## config.mk

```make
export PLATFORM = sky130hd
export DESIGN_NAME = char_lcd_nibble_writer_top
export DESIGN_NICKNAME = d
export VERILOG_FILES = /design/src/rtl/core/clnw_pkg.sv /design/src/rtl/core/char_lcd_nibble_writer_top.sv /design/src/rtl/core/clnw_cfg.sv /design/src/rtl/core/clnw_front.sv /design/src/rtl/core/clnw_queue.sv /design/src/rtl/core/clnw_back.sv
export SDC_FILE = /design/constraint.sdc
export NUM_CORES = 1
export LEC_CHECK = 0
export ABC_AREA = 1
export BUFFER_PORTS_ARGS = -buffer_cell sky130_fd_sc_hd__buf_4
export CAP_MARGIN = 20
export CORE_ASPECT_RATIO = 0.5
export CORE_MARGIN = 1
export CORE_UTILIZATION = 51
export CTS_CLUSTER_DIAMETER = 30
export DETAILED_ROUTE_END_ITERATION = 12
export GPL_TIMING_DRIVEN = 0
export MAX_ROUTING_LAYER = met4
export PLACE_DENSITY = 0.86
export SETUP_SLACK_MARGIN = 0.2
export SYNTH_ARGS = -nofsm -noshare
export SYNTH_HDL_FRONTEND = slang
export SYNTH_SLANG_ARGS = --single-unit
```

## constraint.sdc

```tcl
create_clock -name clk -period 7.9 [get_ports clk]
set_clock_uncertainty 0.15 [all_clocks]
set_input_delay 0.79 -clock clk [delete_from_list [all_inputs] [get_ports clk]]
set_output_delay 0.79 -clock clk [all_outputs]
set_load 0.01 [all_outputs]
```

## src/rtl/core/clnw_pkg.sv

```systemverilog
// Package for the character LCD nibble writer.
// Holds the channel payload types, the queue descriptor, op codes and
// strobe constants; no dependencies.
`default_nettype none

package clnw_pkg;

  typedef enum logic [1:0] {
    OP_PUT   = 2'd0,
    OP_GOTO  = 2'd1,
    OP_CLEAR = 2'd2,
    OP_INIT  = 2'd3
  } op_t;

  typedef enum logic [1:0] {
    KIND_DATA  = 2'd0,
    KIND_CMD   = 2'd1,
    KIND_CLEAR = 2'd2,
    KIND_INIT  = 2'd3
  } kind_t;

  typedef struct packed {
    op_t        op;
    logic [7:0] char_code;
    logic [7:0] target_col;
    logic [7:0] target_row;
  } in_item_t;

  typedef struct packed {
    logic [3:0]  nibble;
    logic        reg_select;
    logic [15:0] delay_before_us;
    logic [12:0] delay_after_us;
    logic        last;
  } out_item_t;

  typedef struct packed {
    kind_t      kind;
    logic [7:0] b0;
    logic [7:0] b1;
    logic       wrap;
  } desc_t;

  localparam int unsigned COL_W = 6;
  localparam int unsigned ROW_W = 3;

  localparam logic [COL_W-1:0] COLUMNS_RESET = 6'd16;
  localparam logic [ROW_W-1:0] ROWS_RESET    = 3'd2;
  localparam logic [ROW_W-1:0] MAX_ROWS      = 3'd4;

  localparam logic [7:0] CMD_SET_DDRAM = 8'h80;
  localparam logic [7:0] CMD_CLEAR     = 8'h01;
  localparam logic [7:0] CMD_FUNC_SET  = 8'h28;
  localparam logic [7:0] CMD_DISP_OFF  = 8'h08;
  localparam logic [7:0] CMD_DISP_ON   = 8'h0C;
  localparam logic [3:0] NIB_WAKE      = 4'h3;
  localparam logic [3:0] NIB_4BIT      = 4'h2;

  localparam logic [7:0] LINE_BASE [4] = '{8'h00, 8'h40, 8'h20, 8'h60};

  localparam logic [15:0] DLY_POWERUP  = 16'd40000;
  localparam logic [12:0] DLY_WAKE1    = 13'd5000;
  localparam logic [12:0] DLY_WAKE2    = 13'd100;
  localparam logic [12:0] DLY_CMD      = 13'd50;
  localparam logic [12:0] DLY_CLEAR    = 13'd2000;

  localparam logic [2:0] CFG_REG_COLUMNS = 3'd0;
  localparam logic [2:0] CFG_REG_ROWS    = 3'd4;

endpackage

`default_nettype wire

```

## src/rtl/core/char_lcd_nibble_writer_top.sv

```systemverilog
// Character LCD nibble writer, top level: config port, front end, queue, sequencer.
// An accepted request passes the queue slot, descriptor register and output register
// before its first strobe. Throughput: one strobe per cycle while the output register
// is empty or popped, plus a load of each descriptor; items give 2, 4 or 12 strobes.
// Reset: cursor 0,0, columns 16, rows 2, queue and output register empty.
// Depends on clnw_pkg, clnw_cfg, clnw_front, clnw_queue, clnw_back.
`default_nettype none

module char_lcd_nibble_writer_top
  import clnw_pkg::*;
#(
  parameter int unsigned QUEUE_DEPTH = 4
) (
  input  wire logic        clk,
  input  wire logic        rst_n,
  input  wire logic        push,
  output logic             full,
  input  wire in_item_t    in_data,
  output logic             empty,
  input  wire logic        pop,
  output out_item_t        out_data,
  input  wire logic        psel,
  input  wire logic        penable,
  input  wire logic        pwrite,
  input  wire logic [2:0]  paddr,
  input  wire logic [31:0] pwdata,
  output logic      [31:0] prdata,
  output logic             pready
);

  logic [COL_W-1:0] columns;
  logic [ROW_W-1:0] rows;
  logic             q_wr, q_rd, q_full, q_empty;
  desc_t            q_wdata, q_rdata;

  clnw_cfg u_cfg (
    .clk     (clk),
    .rst_n   (rst_n),
    .psel    (psel),
    .penable (penable),
    .pwrite  (pwrite),
    .paddr   (paddr),
    .pwdata  (pwdata),
    .prdata  (prdata),
    .pready  (pready),
    .columns (columns),
    .rows    (rows)
  );

  clnw_front u_front (
    .clk     (clk),
    .rst_n   (rst_n),
    .push    (push),
    .in_data (in_data),
    .columns (columns),
    .rows    (rows),
    .q_full  (q_full),
    .q_wr    (q_wr),
    .q_wdata (q_wdata)
  );

  clnw_queue #(
    .DEPTH (QUEUE_DEPTH)
  ) u_queue (
    .clk   (clk),
    .rst_n (rst_n),
    .wr    (q_wr),
    .wdata (q_wdata),
    .full  (q_full),
    .rd    (q_rd),
    .rdata (q_rdata),
    .empty (q_empty)
  );

  clnw_back u_back (
    .clk       (clk),
    .rst_n     (rst_n),
    .q_empty   (q_empty),
    .q_rdata   (q_rdata),
    .q_rd      (q_rd),
    .out_empty (empty),
    .pop       (pop),
    .out_data  (out_data)
  );

  assign full = q_full;

endmodule

`default_nettype wire

```

## src/rtl/core/clnw_cfg.sv

```systemverilog
// Configuration registers (columns, rows) behind the APB-style port.
// Depends on clnw_pkg.
`default_nettype none

module clnw_cfg
  import clnw_pkg::*;
(
  input  wire logic             clk,
  input  wire logic             rst_n,
  input  wire logic             psel,
  input  wire logic             penable,
  input  wire logic             pwrite,
  input  wire logic [2:0]       paddr,
  input  wire logic [31:0]      pwdata,
  output logic      [31:0]      prdata,
  output logic                  pready,
  output logic      [COL_W-1:0] columns,
  output logic      [ROW_W-1:0] rows
);

  logic [COL_W-1:0] columns_r;
  logic [ROW_W-1:0] rows_r;
  logic             wr_en;

  assign pready = 1'b1;
  assign wr_en  = psel && penable && pwrite && pready;

  always_ff @(posedge clk) begin
    if (!rst_n) begin
      columns_r <= COLUMNS_RESET;
      rows_r    <= ROWS_RESET;
    end else if (wr_en) begin
      if (paddr[2] == CFG_REG_ROWS[2]) begin
        rows_r <= pwdata[ROW_W-1:0];
      end else begin
        columns_r <= pwdata[COL_W-1:0];
      end
    end
  end

  always_comb begin
    if (paddr[2] == CFG_REG_ROWS[2]) begin
      prdata = {{(32-ROW_W){1'b0}}, rows_r};
    end else begin
      prdata = {{(32-COL_W){1'b0}}, columns_r};
    end
  end

  assign columns = columns_r;
  assign rows    = rows_r;

endmodule

`default_nettype wire

```

## src/rtl/core/clnw_front.sv

```systemverilog
// Front end: accepts requests, tracks the cursor and builds descriptors.
// Depends on clnw_pkg.
`default_nettype none

module clnw_front
  import clnw_pkg::*;
(
  input  wire logic             clk,
  input  wire logic             rst_n,
  input  wire logic             push,
  input  wire in_item_t         in_data,
  input  wire logic [COL_W-1:0] columns,
  input  wire logic [ROW_W-1:0] rows,
  input  wire logic             q_full,
  output logic                  q_wr,
  output desc_t                 q_wdata
);

  typedef struct packed {
    logic [COL_W-1:0] col;
    logic [1:0]       row;
    logic [7:0]       cmd;
  } goto_t;

  logic [COL_W-1:0] cursor_col_r, cursor_col_nxt;
  logic [1:0]       cursor_row_r, cursor_row_nxt;
  logic [ROW_W-1:0] eff_rows;
  logic [COL_W-1:0] col_inc;
  logic [ROW_W-1:0] row_inc;
  goto_t            wrap_g;
  goto_t            goto_g;

  function automatic goto_t do_goto(input logic [7:0] x_in, input logic [7:0] y_in,
                                    input logic [COL_W-1:0] ncol,
                                    input logic [ROW_W-1:0] nrow);
    logic [7:0] x;
    logic [7:0] y;
    goto_t      g;
    x = x_in;
    y = y_in;
    if (x >= {{(8-COL_W){1'b0}}, ncol}) begin
      x = 8'd0;
      y = y + 8'd1;
    end
    if (y >= {{(8-ROW_W){1'b0}}, nrow}) begin
      y = 8'd0;
    end
    g.row = y[1:0];
    g.col = x[COL_W-1:0];
    g.cmd = CMD_SET_DDRAM | (LINE_BASE[y[1:0]] + x);
    return g;
  endfunction

  assign eff_rows = (rows > MAX_ROWS) ? MAX_ROWS : rows;
  assign col_inc  = cursor_col_r + {{(COL_W-1){1'b0}}, 1'b1};

  always_comb begin
    row_inc = {1'b0, cursor_row_r} + {{(ROW_W-1){1'b0}}, 1'b1};
    if (row_inc >= eff_rows) begin
      row_inc = '0;
    end
  end

  assign wrap_g = do_goto(8'd0, {{(8-ROW_W){1'b0}}, row_inc}, columns, eff_rows);
  assign goto_g = do_goto(in_data.target_col, in_data.target_row, columns, eff_rows);

  assign q_wr = push && !q_full;

  always_comb begin
    cursor_col_nxt = cursor_col_r;
    cursor_row_nxt = cursor_row_r;
    q_wdata.kind   = KIND_DATA;
    q_wdata.b0     = in_data.char_code;
    q_wdata.b1     = wrap_g.cmd;
    q_wdata.wrap   = 1'b0;
    case (in_data.op)
      OP_PUT: begin
        if (col_inc >= columns) begin
          q_wdata.wrap   = 1'b1;
          cursor_col_nxt = wrap_g.col;
          cursor_row_nxt = wrap_g.row;
        end else begin
          cursor_col_nxt = col_inc;
        end
      end
      OP_GOTO: begin
        q_wdata.kind   = KIND_CMD;
        q_wdata.b0     = goto_g.cmd;
        cursor_col_nxt = goto_g.col;
        cursor_row_nxt = goto_g.row;
      end
      OP_CLEAR: begin
        q_wdata.kind = KIND_CLEAR;
        q_wdata.b0   = CMD_CLEAR;
      end
      OP_INIT: begin
        q_wdata.kind   = KIND_INIT;
        cursor_col_nxt = '0;
        cursor_row_nxt = '0;
      end
      default: begin
        q_wdata.kind = KIND_DATA;
      end
    endcase
  end

  always_ff @(posedge clk) begin
    if (!rst_n) begin
      cursor_col_r <= '0;
      cursor_row_r <= '0;
    end else if (q_wr) begin
      cursor_col_r <= cursor_col_nxt;
      cursor_row_r <= cursor_row_nxt;
    end
  end

endmodule

`default_nettype wire

```

## src/rtl/core/clnw_queue.sv

```systemverilog
// Short descriptor queue between the front end and the strobe sequencer.
// Depends on clnw_pkg.
`default_nettype none

module clnw_queue
  import clnw_pkg::*;
#(
  parameter int unsigned DEPTH = 4
) (
  input  wire logic  clk,
  input  wire logic  rst_n,
  input  wire logic  wr,
  input  wire desc_t wdata,
  output logic       full,
  input  wire logic  rd,
  output desc_t      rdata,
  output logic       empty
);

  localparam int unsigned PTR_W = (DEPTH > 1) ? $clog2(DEPTH) : 1;
  localparam int unsigned CNT_W = $clog2(DEPTH + 1);
  localparam logic [PTR_W-1:0] LAST_PTR = PTR_W'(DEPTH - 1);
  localparam logic [CNT_W-1:0] FULL_CNT = CNT_W'(DEPTH);

  desc_t            slots_r [DEPTH];
  logic [PTR_W-1:0] wr_ptr_r, rd_ptr_r;
  logic [CNT_W-1:0] count_r;

  assign full  = (count_r == FULL_CNT);
  assign empty = (count_r == '0);
  assign rdata = slots_r[rd_ptr_r];

  always_ff @(posedge clk) begin
    if (wr) begin
      slots_r[wr_ptr_r] <= wdata;
    end
  end

  always_ff @(posedge clk) begin
    if (!rst_n) begin
      wr_ptr_r <= '0;
      rd_ptr_r <= '0;
      count_r  <= '0;
    end else begin
      if (wr) begin
        wr_ptr_r <= (wr_ptr_r == LAST_PTR) ? '0 : wr_ptr_r + PTR_W'(1);
      end
      if (rd) begin
        rd_ptr_r <= (rd_ptr_r == LAST_PTR) ? '0 : rd_ptr_r + PTR_W'(1);
      end
      if (wr && !rd) begin
        count_r <= count_r + CNT_W'(1);
      end else if (rd && !wr) begin
        count_r <= count_r - CNT_W'(1);
      end
    end
  end

endmodule

`default_nettype wire

```

## src/rtl/core/clnw_back.sv

```systemverilog
// Back end: steps through each descriptor and emits one strobe per cycle
// into the output register while it is empty or popped. Depends on clnw_pkg.
`default_nettype none

module clnw_back
  import clnw_pkg::*;
(
  input  wire logic  clk,
  input  wire logic  rst_n,
  input  wire logic  q_empty,
  input  wire desc_t q_rdata,
  output logic       q_rd,
  output logic       out_empty,
  input  wire logic  pop,
  output out_item_t  out_data
);

  desc_t      cur_r, cur_nxt;
  logic [3:0] step_r, step_nxt;
  logic       busy_r, busy_nxt;
  logic       out_valid_r, out_valid_nxt;
  out_item_t  out_data_r, out_data_nxt;
  out_item_t  strobe;
  logic [7:0] sel_byte;
  logic       adv;

  function automatic out_item_t init_strobe(input logic [3:0] step);
    out_item_t s;
    s = '0;
    case (step)
      4'd0: begin
        s.nibble          = NIB_WAKE;
        s.delay_before_us = DLY_POWERUP;
        s.delay_after_us  = DLY_WAKE1;
      end
      4'd1: begin
        s.nibble         = NIB_WAKE;
        s.delay_after_us = DLY_WAKE2;
      end
      4'd2:  s.nibble = NIB_WAKE;
      4'd3:  s.nibble = NIB_4BIT;
      4'd4:  s.nibble = CMD_FUNC_SET[7:4];
      4'd5: begin
        s.nibble         = CMD_FUNC_SET[3:0];
        s.delay_after_us = DLY_CMD;
      end
      4'd6:  s.nibble = CMD_DISP_OFF[7:4];
      4'd7: begin
        s.nibble         = CMD_DISP_OFF[3:0];
        s.delay_after_us = DLY_CMD;
      end
      4'd8:  s.nibble = CMD_CLEAR[7:4];
      4'd9: begin
        s.nibble         = CMD_CLEAR[3:0];
        s.delay_after_us = DLY_CLEAR;
      end
      4'd10: s.nibble = CMD_DISP_ON[7:4];
      4'd11: begin
        s.nibble         = CMD_DISP_ON[3:0];
        s.delay_after_us = DLY_CMD;
        s.last           = 1'b1;
      end
      default: s = '0;
    endcase
    return s;
  endfunction

  assign sel_byte = step_r[1] ? cur_r.b1 : cur_r.b0;

  always_comb begin
    strobe        = '0;
    strobe.nibble = step_r[0] ? sel_byte[3:0] : sel_byte[7:4];
    case (cur_r.kind)
      KIND_DATA: begin
        strobe.reg_select     = !step_r[1];
        strobe.delay_after_us = step_r[0] ? DLY_CMD : '0;
        strobe.last           = step_r[0] && (step_r[1] || !cur_r.wrap);
      end
      KIND_CMD: begin
        strobe.delay_after_us = step_r[0] ? DLY_CMD : '0;
        strobe.last           = step_r[0];
      end
      KIND_CLEAR: begin
        strobe.delay_after_us = step_r[0] ? DLY_CLEAR : '0;
        strobe.last           = step_r[0];
      end
      KIND_INIT: strobe = init_strobe(step_r);
      default:   strobe = '0;
    endcase
  end

  assign adv  = !out_valid_r || pop;
  assign q_rd = !busy_r && !q_empty;

  always_comb begin
    cur_nxt       = cur_r;
    step_nxt      = step_r;
    busy_nxt      = busy_r;
    out_valid_nxt = out_valid_r && !pop;
    out_data_nxt  = out_data_r;
    if (busy_r && adv) begin
      out_valid_nxt = 1'b1;
      out_data_nxt  = strobe;
      if (strobe.last) begin
        busy_nxt = 1'b0;
      end else begin
        step_nxt = step_r + 4'd1;
      end
    end
    if (q_rd) begin
      cur_nxt  = q_rdata;
      step_nxt = '0;
      busy_nxt = 1'b1;
    end
  end

  always_ff @(posedge clk) begin
    if (!rst_n) begin
      busy_r      <= 1'b0;
      out_valid_r <= 1'b0;
    end else begin
      busy_r      <= busy_nxt;
      out_valid_r <= out_valid_nxt;
    end
  end

  always_ff @(posedge clk) begin
    cur_r      <= cur_nxt;
    step_r     <= step_nxt;
    out_data_r <= out_data_nxt;
  end

  assign out_empty = !out_valid_r;
  assign out_data  = out_data_r;

endmodule

`default_nettype wire
```

==> flow_summary.json, run 1 <==
{
  "status": "finished clean",
  "num_vias": 4650,
  "fin_util_pct": 64.47,
  "die_w_um": 157.3,
  "worstMarginPinSlew_ns": 1.054,
  "core.rowCount": 27,
  "cp-start-kind": "flip-flop",
  "synth_fa_ha_area_share_pct": 8.466,
  "boundaryPins": 138,
  "grt_pass1_wl_mm": 20.02,
  "wl_met1_mm": 5.506,
  "avgViaCountPerCell": 4.952,
  "synthMuxAreaShare_pct": 0,
  "antenna_found_initial": 0,
  "drv_slew": 0,
  "worstPathCellList": "ha_1 -> ha_1 -> a21oi_2 -> nand3_1 -> nor2_2 -> ha_1 -> nor2_1 -> nor2_2 -> ha_1 -> o21ai_0 -> nand2_1 -> a21oi_1 -> nand2_2 -> nor3_1",
  "syn_area_sq_um": 6148,
  "path_max_fanout": 4,
  "drt-initial-drc-count": 324,
  "p_int_w": 0.001306,
  "cts_setup_buffers": 0,
  "clkTransAtPathRegs_ns": 0.07,
  "final_common_cell": "buf_4",
  "crit_path_top_delay_cell": "nor3_1",
  "ys_top_cells_by_area": "edfxtp_1, dfxtp_1, ha_1, buf_4, o21ai_0",
  "syn2layout_area_growth_pct": 19.03,
  "pwr_density_cell_nw_per_um2": 276.3,
  "met2_length_mm": 5.758,
  "cts_buffers": 9,
  "hold_buffers": 0,
  "dr.max_layer_used": "met4",
  "gp_congestion": 0.8955,
  "wire_per_inst_um": 13.16,
  "power_frac_comb_pct": 36.5,
  "seqPwrFrac_pct": 42.8,
  "track_usage_pct": 21.76,
  "synth-compound-area-share_pct": 11.44,
  "critPathCaptureType": "flip-flop",
  "detailedPlace.worstSlack_ns": 4.006,
  "timing.fmax_ghz": 0.2800,
  "route.detailed.drc": 0,
  "start_util_pct": 54.17,
  "stdcell_count": 939,
  "placedCellCount": 923,
  "h-tree-depth": 3,
  "final.setup.tns_ns": 0,
  "antenna_left": 0,
  "final_cell_mix": "buf_4, inv_1, edfxtp_1",
  "cts_resized": 0,
  "drive_gt1_share_pct": 24.23,
  "power.leakage_nw": 3.312,
  "ys_ff_latch": 110,
  "p_clk_share_pct": 20.7,
  "synth.top_cell.area_share_pct": 39.07,
  "cp.arrival_ns": 3.49,
  "synth_cell_types": 44,
  "ir_worst_vdd_uv": 142.6,
  "period_share_pct": 45.21,
  "cts_tree": "done",
  "finalNetCount": 884,
  "yosysSeqAreaShare_pct": 48.84,
  "synthCells": 654,
  "worstPathRequired_ns": 7.82,
  "insertedDiodeCount": 0,
  "slowest_delay_ns": 0.49,
  "synth.avg_cell_area_sq_um": 9.401,
  "dr.pass1.iters": 5,
  "drt-total-wl_mm": 12.36,
  "cts_root_buf": "clkbuf_16",
  "clk_latency_ns": 0.35,
  "sw_frac_of_total_pct": 35.45,
  "grt_start_max_net_pins": 19,
  "synth_top_family_by_area": "simple AND/OR/NAND/NOR gates",
  "min_path_type": "reg -> reg",
  "max-slew-margin-rel_pct": 29.49,
  "core_area_sq_um": 11350,
  "dp.final_hpwl_mm": 9.548,
  "yosys_warnings": 0,
  "die_area_sq_um": 12530,
  "grt_pass1_vias": 4342,
  "yosys.area_share.simple_pct": 17.48,
  "path_class": "reg -> reg",
  "rsz0062_at_grt": "false",
  "setup_viol": 0,
  "fill_cells": 922,
  "port_buffers": 68,
  "p_sw_w": 0.0007169,
  "synth_xor_area_share_pct": 1.282,
  "min_period_ns": 3.571,
  "cp_common_cell": "ha_1",
  "async_reset_ff_share_pct": 0,
  "synth_edf_count": 80,
  "synth_ff_type": "edfxtp_1",
  "cts_buffer_depth": 2,
  "met3WireLength_um": 951,
  "synth.largest_area_cell": "edfxtp_1",
  "final.setup.worst_slack_ns": 4.329,
  "clock_sinks": 110,
  "hold_viol_final": 0,
  "grt_overflow": 0,
  "die_h_um": 79.64,
  "drv_cap": 0
}
[final cells by class]
class                      count  area, sq um  share of cell area (%)
clock inverter                 6        47.55                  0.6497
buffer                        60        416.7                   5.693
clock buffer                  10        229.0                   3.129
multi-input combinational    431         2527                   34.54
timing repair buffer          72        551.8                   7.540
inverter                      91        344.1                   4.702
tap                          159        198.9                   2.718
sequential                   110         3003                   41.03
[power groups by stage]
stage               Sequential [W]  Clock (W)  Combinational, W
finish                    0.000865   0.000418          0.000739
global route              0.000880   0.000444          0.000830
CTS                       0.000866   0.000425          0.000739
detailed placement        0.000878          0          0.000733
global placement          0.000875          0          0.000698
floorplan                 0.000881          0          0.000486
[stage by stage]
stage                     total power, W  instance area [sq um]  hold slack, ns
after floorplan                 0.001368                   6291          0.3064
after global placement          0.001573                   7000          0.3409
after detailed placement        0.001611                   7042          0.3454
after CTS                       0.002031                   7318          0.3605
after global routing            0.002153                   7318          0.3910
final                           0.002022                   7318          0.3556
[final timing paths]
check                                        startpoint                 endpoint  slack (ns)  depth (start not counted)
worst min-delay path            u_front.cursor_col_r[4]  u_front.cursor_col_r[4]        0.36                          2
worst max register to register  u_front.cursor_row_r[0]    u_queue.slots_r[1][6]        4.33                         14
worst max-delay path            u_front.cursor_row_r[0]    u_queue.slots_r[1][6]        4.33                         14
worst min register to register  u_front.cursor_col_r[4]  u_front.cursor_col_r[4]        0.36                          2
[state kept, by name (all words and copies together), names as in the netlist]
| name | cells |
|---|---|
| u_queue.slots_r | 52 |
| u_back.out_data | 15 |
| u_back.cur_r | 13 |
| u_cfg.columns | 6 |
| u_front.cursor_col_r | 6 |
| u_back.step_r | 4 |
| u_cfg.rows | 3 |
| u_queue.count_r | 3 |
| u_front.cursor_row_r | 2 |
| u_queue.rd_ptr_r | 2 |
| u_queue.wr_ptr_r | 2 |
| u_back.busy_r | 1 |
| u_back.out_valid_r | 1 |
[logic make-up (layout without fill, tap and decap cells)]
| family | after synthesis | in the layout |
|---|---|---|
| AND/OR/NAND/NOR | 217 | 217 |
| buffers and inverters | 151 | 239 |
| AO/OA/AOI/OAI | 124 | 124 |
| flip-flops | 110 | 110 |
| adder cells (fa/ha/maj) | 41 | 41 |
| XOR/XNOR | 9 | 9 |
| other | 2 | 40 |
[Yosys cell counts (all sizes together) (7+ instances only)]
library cell,instances
nor2,83
buf,52
clkbuf,8
nand2,77
a21oi,28
nand4,8
dfxtp,30
nor3,7
o21ai,69
inv,91
edfxtp,80
o22ai,13
xor2,7
nand3,39
ha,40
[routing by layer]
layer  GRT usage, %  vias to the layer above
met5              -                        -
met4          6.214                        0
met3          5.646                       13
met2          37.57                      194
met1          25.26                     2085
li1               -                     2358
[worst max-delay path, delay by kind of cell (launching register included)]
kind / cells / cell delay (ns)
compound gates: 3 / 0.48
fa+ha+maj: 4 / 1.10
flops: 1 / 0.35
simple gates: 7 / 1.22
(Power assumes the default switching activity.)
==> run 2, diff against run 1 <==
Settings changed: CORE_UTILIZATION 51 to 50, PLACE_DENSITY 0.86 to 0.88.
Clock period 7.9 ns to 2.9 ns, I/O delays scaled along.
==> run 2 against run 1 <==
Net effect:
- the flow now finishes with violations (negative setup slack)
- combinational power rose to 3.1 times the previous value
- sequential power grew to 2.7 times the previous value
- flip-flop and latch count is the same
- critical path depth is 9 higher
- register-to-register slack lost 4.6 ns
- power increased to 2.9 times the previous value
- sequential share of layout area decreased by 3.0 points
- final cell count rose by 4.5%
- critical endpoint is now u_queue.slots_r[3][14]
- highest routed layer unchanged
==> flow_summary.json, run 2 (synthesis gave the netlist of run 1 again) <==
{
  "status": "finished with violations",
  "violations": "negative setup slack",
  "met3WireLength_mm": 1.048,
  "hold_viol_final": 0,
  "min_path_type": "in -> reg",
  "timing.fmax_ghz": 0.3154,
  "reg2reg_slack_ns": -0.27,
  "placedCellCount": 929,
  "met2_length_mm": 7.030,
  "ir_worst_vdd_uv": 347.4,
  "clock_sinks": 110,
  "worstReg2RegEnd": "u_queue.slots_r[3][14]",
  "p_sw_w": 0.002080,
  "min_to": "u_cfg.columns[4]",
  "drive_gt1_share_pct": 33.82,
  "finalNetCount": 920,
  "power_frac_comb_pct": 39.6,
  "cts_root_buf": "clkbuf_16",
  "dr.pass1.iters": 5,
  "cp.arrival_ns": 3.12,
  "ff2ff_path_depth": 23,
  "setup_viol": 9,
  "core_area_sq_um": 11910,
  "grt_overflow": 0,
  "final.setup.tns_ns": -2.046,
  "grt_pass1_vias": 4676,
  "hold_depth": 3,
  "grt_start_max_net_pins": 18,
  "h-tree-depth": 3,
  "max-slew-margin-rel_pct": 50.37,
  "p_int_w": 0.003743,
  "path_max_fanout": 5,
  "critPathCaptureType": "flip-flop",
  "drv_cap": 0,
  "period_share_pct": 109.3,
  "sw_frac_of_total_pct": 35.72,
  "boundaryPins": 138,
  "p_total_w": 0.005823,
  "final.setup.worst_slack_ns": -0.2708,
  "largest_register_ffs": 52,
  "route.detailed.drc": 0,
  "wire_per_inst_um": 14.53,
  "finalHoldWorstSlack_ns": 0.01525,
  "avgViaCountPerCell": 5.088,
  "regMostFlops": "u_queue.slots_r",
  "gp_congestion": 0.8889,
  "start_util_pct": 51.62,
  "pwr_density_cell_nw_per_um2": 732.4,
  "rsz0062_at_grt": "true",
  "power.leakage_nw": 3.520,
  "path_class": "reg -> reg",
  "drt-total-wl_mm": 14.25,
  "seqPwrFrac_pct": 40.7,
  "antenna_found_initial": 0,
  "core.rowCount": 28,
  "worstHoldStart": "pwdata[4]",
  "r2r_start": "u_cfg.columns[3]",
  "num_vias": 4991,
  "insertedDiodeCount": 0,
  "final_common_cell": "buf_4",
  "p_clk_share_pct": 19.7,
  "dp.final_hpwl_mm": 10.02,
  "min_period_ns": 3.171,
  "drv_slew": 0,
  "cp-start-kind": "flip-flop",
  "clk_latency_ns": 0.35,
  "worstPathRequired_ns": 2.85,
  "die_area_sq_um": 12770,
  "die_w_um": 158.8,
  "grt_pass1_wl_mm": 22.24,
  "dr.max_layer_used": "met4",
  "stdcell_count": 981,
  "cts_tree": "done",
  "track_usage_pct": 23.20,
  "syn2layout_area_growth_pct": 29.30,
  "hold_buffers": 0,
  "fill_cells": 903,
  "final_cell_mix": "buf_4, edfxtp_1, inv_1",
  "wl_met1_mm": 5.813,
  "die_h_um": 80.41,
  "worstMarginPinSlew_ns": 0.7417,
  "clkTransAtPathRegs_ns": 0.07,
  "cts_buffer_depth": 2,
  "port_buffers": 68,
  "cts_buffers": 9,
  "drt-initial-drc-count": 453,
  "antenna_left": 0
}
==> run 2: changes by cell type in the layout (fill, tap and decap cells not counted), sizes merged <==
cell    change
clkinv      -3
clkbuf      +2
inv         +1
buf        +36
==> run 2: area by class of cell <==
class | count | area [sq um] | area share, %
Multi-Input combinational cell | 431 | 2840 | 35.73
Sequential cell | 110 | 3023 | 38.02
Clock buffer | 12 | 246.5 | 3.100
Timing Repair Buffer | 108 | 833.3 | 10.48
Buffer | 60 | 416.7 | 5.241
Inverter | 91 | 354.1 | 4.454
Tap cell | 165 | 206.4 | 2.597
Clock inverter | 4 | 30.03 | 0.3777
==> run 2: worst max-delay path by stage <==
| stage | cells after the start | endpoint | startpoint |
|---|---|---|---|
| finish | 23 | u_queue.slots_r[3][14] | u_cfg.columns[3] |
| detailed placement | 24 | u_queue.slots_r[0][14] | in_data[8] |
| global placement | 24 | u_queue.slots_r[3][14] | in_data[8] |
| floorplan | 21 | u_queue.slots_r[0][13] | u_cfg.columns[3] |
| global route | 23 | u_queue.slots_r[0][14] | u_cfg.columns[3] |
| CTS | 21 | u_queue.slots_r[1][13] | u_cfg.columns[3] |
==> run 2: routing by layer <==
metal / GRT usage [%] / vias to the layer above
li1: - / 2430
met1: 26.00 / 2300
met2: 40.53 / 225
met3: 6.147 / 36
met4: 8.641 / 0
met5: - / -
==> run 2: through the flow <==
| step | worst slack (ns) | instance area [sq um] | util [%] |
|---|---|---|---|
| after CTS | -0.1359 | 7752 | 65.08 |
| after global placement | -0.3318 | 7197 | 60.42 |
| final | -0.2708 | 7950 | 66.74 |
| after floorplan | 0.01225 | 6480 | - |
| after detailed placement | -0.4054 | 7238 | 60.77 |
| after global routing | -0.3864 | 7950 | 66.74 |
==> run 2: power by group through the flow <==
| stage | logic, W | registers (W) | clock network, W |
|---|---|---|---|
| 2_1_floorplan | 0.00140 | 0.00240 | 0 |
| 3_3_place_gp | 0.00197 | 0.00239 | 0 |
| 3_5_place_dp | 0.00208 | 0.00241 | 0 |
| 4_1_cts | 0.00221 | 0.00237 | 0.00117 |
| 5_1_grt | 0.00254 | 0.00240 | 0.00123 |
| 6_report | 0.00230 | 0.00237 | 0.00115 |
==> run 2: timing repair <==
item                       4_1_cts  5_1_grt
gates resized for setup         21       17
setup endpoints to repair       20       19
pin swaps                       32       20
setup buffers                   21       14
==> run 2: worst max-delay path: stages (launching register included) <==
cell	delay, ns
dfxtp_2	0.36
inv_4	0.05
ha_4	0.27
nand2_2	0.05
nor2_1	0.08
nor2_1	0.04
nand2_1	0.06
nand2_2	0.09
nand2_4	0.12
nand2_2	0.06
nand2_2	0.08
inv_2	0.06
ha_4	0.20
o21ai_1	0.12
nand2_1	0.08
nand2_1	0.08
nand3_2	0.09
nor2_4	0.15
nand2_2	0.09
a21oi_4	0.14
ha_4	0.15
nand4_1	0.15
nand3_2	0.14
nand2_4	0.07
==> run 3, diff against run 2 <==
Settings changed: ABC_AREA 1 to 0, CORE_UTILIZATION 50 to 49, PLACE_DENSITY 0.88 to 0.87.
==> run 3 against run 2 <==
Net effect:
- the flow still finishes with violations (negative setup slack)
- clock-buffer cell count is 2 lower
- combinational power decreased by 17%
- register-to-register slack lost 0.18 ns
- global-route usage fell by 1.4 points
- worst setup slack got worse by 0.18 ns
- power fell by 6.6%
- routed wire length down 12%
- critical path depth fell by 9
- die area is 1.9% lower
- synthesized cell count is 21% lower
- non-clock buffer count fell by 23
- synthesized area fell by 3.9%
==> flow_summary.json, run 3 <==
{
  "syn2layout_area_growth_pct": 27.01,
  "grt_pass1_wl_mm": 19.99,
  "worstPathRequired_ns": 2.82,
  "boundaryPins": 138,
  "final_cell_area_sq_um": 7501,
  "cts_buffer_depth": 2,
  "yosys_warnings": 0,
  "use_met1_pct": 24.65,
  "min_to": "u_cfg.rows[1]",
  "antenna_left": 0,
  "use_met3_pct": 5.320,
  "wire_per_inst_um": 15.42,
  "dp.final_hpwl_mm": 8.953,
  "fill_cells": 834,
  "ys_ff_latch": 110,
  "start_util_pct": 52.03,
  "track_usage_pct": 21.76,
  "antenna_found_initial": 0,
  "synth_most_common_cell": "edfxtp_1",
  "slowest_delay_ns": 0.36,
  "met2_usage_pct": 37.83,
  "path_class": "reg -> reg",
  "num_vias": 4234,
  "clkTransAtPathRegs_ns": 0.08,
  "setup_viol": 10,
  "syn_area_sq_um": 5906,
  "final_cell_mix": "buf_4, edfxtp_1, conb_1",
  "final.setup.worst_slack_ns": -0.4532,
  "worstMarginPinSlew_ns": 0.7174,
  "seqPwrFrac_pct": 42.5,
  "timing.fmax_ghz": 0.2982,
  "max-slew-margin-rel_pct": 52.18,
  "path_max_fanout": 4,
  "pwr_density_cell_nw_per_um2": 725.2,
  "period_share_pct": 115.6,
  "p_sw_w": 0.001781,
  "synth.avg_cell_area_sq_um": 11.49,
  "synth.top_cell.area_share_pct": 40.68,
  "drt-total-wl_mm": 12.49,
  "power.leakage_nw": 3.121,
  "ff2ff_path_depth": 14,
  "final_common_cell": "buf_4",
  "drv_cap": 0,
  "ys_top_cells_by_area": "edfxtp_1, dfxtp_1, ha_1, buf_4, mux4_2",
  "regMostFlops": "u_queue.slots_r",
  "die_area_sq_um": 12520,
  "ir_worst_vdd_uv": 316.1,
  "drt-initial-drc-count": 210,
  "top_usage_layer": "met2",
  "ff_latch_area_sq_um": 3015,
  "synth_ff_type": "edfxtp_1",
  "hold_depth": 3,
  "cp-start-kind": "flip-flop",
  "die_w_um": 157.3,
  "crit_path_top_delay_cell": "dfxtp_4",
  "min_period_ns": 3.353,
  "r2r_start": "u_cfg.columns[5]",
  "clock_sinks": 110,
  "reg2reg_slack_ns": -0.45,
  "violations": "negative setup slack",
  "min_path_type": "in -> reg",
  "sw_frac_of_total_pct": 32.73,
  "route.detailed.drc": 0,
  "worstReg2RegEnd": "u_queue.slots_r[1][14]",
  "avgViaCountPerCell": 5.227,
  "final.setup.tns_ns": -3.922,
  "h-tree-depth": 3,
  "async_reset_ff_share_pct": 0,
  "core.rowCount": 27,
  "dpl_cell_area_sq_um": 6922,
  "synth_common_cells": "edfxtp_1, buf_4, ha_1",
  "cts_buffers": 9,
  "p_int_w": 0.003659,
  "cp.arrival_ns": 3.28,
  "worstHoldStart": "pwdata[1]",
  "drv_slew": 0,
  "rsz0062_at_grt": "true",
  "synth_cell_types": 55,
  "gp_congestion": 0.8915,
  "multiInputGateArea_sq_um": 2826,
  "core_area_sq_um": 11350,
  "worstPathCellList": "inv_4 -> ha_4 -> a2111oi_4 -> nand2_2 -> a41oi_4 -> buf_6 -> mux2_4 -> ha_4 -> a21oi_4 -> o221ai_4 -> buf_4 -> buf_6 -> a41oi_2 -> nand3_2",
  "synthCells": 514,
  "grt_start_max_net_pins": 21,
  "hold_viol_final": 0,
  "die_h_um": 79.63,
  "port_buffers": 68,
  "clk_latency_ns": 0.36,
  "grt_pass1_vias": 4102,
  "yosysSeqAreaShare_pct": 50.85,
  "cts_tree": "done",
  "hold_buffers": 0,
  "power_frac_comb_pct": 35.0,
  "dr.pass1.iters": 5,
  "p_clk_share_pct": 22.4,
  "drive_gt1_share_pct": 34.25,
  "grt_overflow": 0,
  "status": "finished with violations",
  "insertedDiodeCount": 0,
  "critPathCaptureType": "flip-flop",
  "finalNetCount": 755,
  "largest_register_ffs": 52,
  "synth.largest_area_cell": "edfxtp_1",
  "synth_edf_count": 80,
  "cts_root_buf": "clkbuf_16"
}
run 3: power groups by stage:
| stage | logic (W) | registers [W] | clock network, W |
|---|---|---|---|
| after floorplan | 0.00124 | 0.00234 | 0 |
| after global placement | 0.00174 | 0.00233 | 0 |
| after detailed placement | 0.00183 | 0.00235 | 0 |
| after CTS | 0.00190 | 0.00232 | 0.00124 |
| after global routing | 0.00211 | 0.00235 | 0.00129 |
| final | 0.00190 | 0.00231 | 0.00122 |
run 3: how the worst max path moves through the flow:
stage	from	endpoint	slack, ns	cells past startpoint
finish	u_cfg.columns[5]	u_queue.slots_r[1][14]	-0.45	14
global route	u_cfg.columns[5]	u_queue.slots_r[1][14]	-0.57	14
CTS	u_cfg.columns[5]	u_queue.slots_r[1][14]	-0.45	14
detailed placement	in_data[12]	u_queue.slots_r[0][14]	-0.68	16
global placement	in_data[12]	u_queue.slots_r[0][14]	-0.59	16
floorplan	u_cfg.columns[5]	u_queue.slots_r[0][14]	-0.25	16
run 3: what timing repair did:
| item | in CTS | in global routing |
|---|---|---|
| setup buffers | 12 | 2 |
| pin swaps | 13 | 4 |
| endpoints found under the setup margin | 19 | 25 |
| gates resized for setup | 32 | 11 |
| cloned | 1 | 0 |
run 3: cell type report:
class                      count  share of cell area [%]
clock buffer                  10                   3.053
sequential                   110                   40.20
buffer                        62                   5.488
timing repair buffer          83                   8.407
tap                          159                   2.652
inverter                      33                   1.718
multi-input combinational    347                   37.68
clock inverter                 6                  0.8007
run 3: routing by layer:
layer  part of all wire [%]  up-vias
met1                     42     2008
met4                    1.9        0
met2                     49      161
met5                      0        -
met3                    7.0       25
li1                       -     2040
run 3: per-stage QoR:
stage	setup slack, ns	hold slack, ns	cells	util [%]	total power [W]
6_report	-0.4532	0.009941	810	66.08	0.005440
5_1_grt	-0.5664	0.01847	810	66.08	0.005751
4_1_cts	-0.4526	0.009225	809	65.59	0.005454
3_5_place_dp	-0.6814	0.3437	780	60.98	0.004176
3_3_place_gp	-0.5873	0.3345	779	60.91	0.004070
2_1_floorplan	-0.2497	0.2651	552	-	0.003584
run 3: logic make-up after synthesis:
family / count (synthesis) / share of synthesized area, %
buffers and inverters: 96 / 9.131
and+or+nand+nor: 140 / 12.31
DFF: 110 / 50.85
adders and majority gates: 41 / 8.814
AOI/OAI and AO/OA: 82 / 8.899
xor gates and xnor gates: 13 / 1.928
other: 2 / 0.1272
muxes: 30 / 7.945
run 3: worst max-delay path: cells and delay by family, from the launching register on:
kind,cells,cell delay [ns]
DFF,1,0.36
adders and majority gates,2,0.43
muxes,1,0.30
AOI/OAI and AO/OA,5,1.09
and+or+nand+nor,2,0.26
buffers and inverters,4,0.47
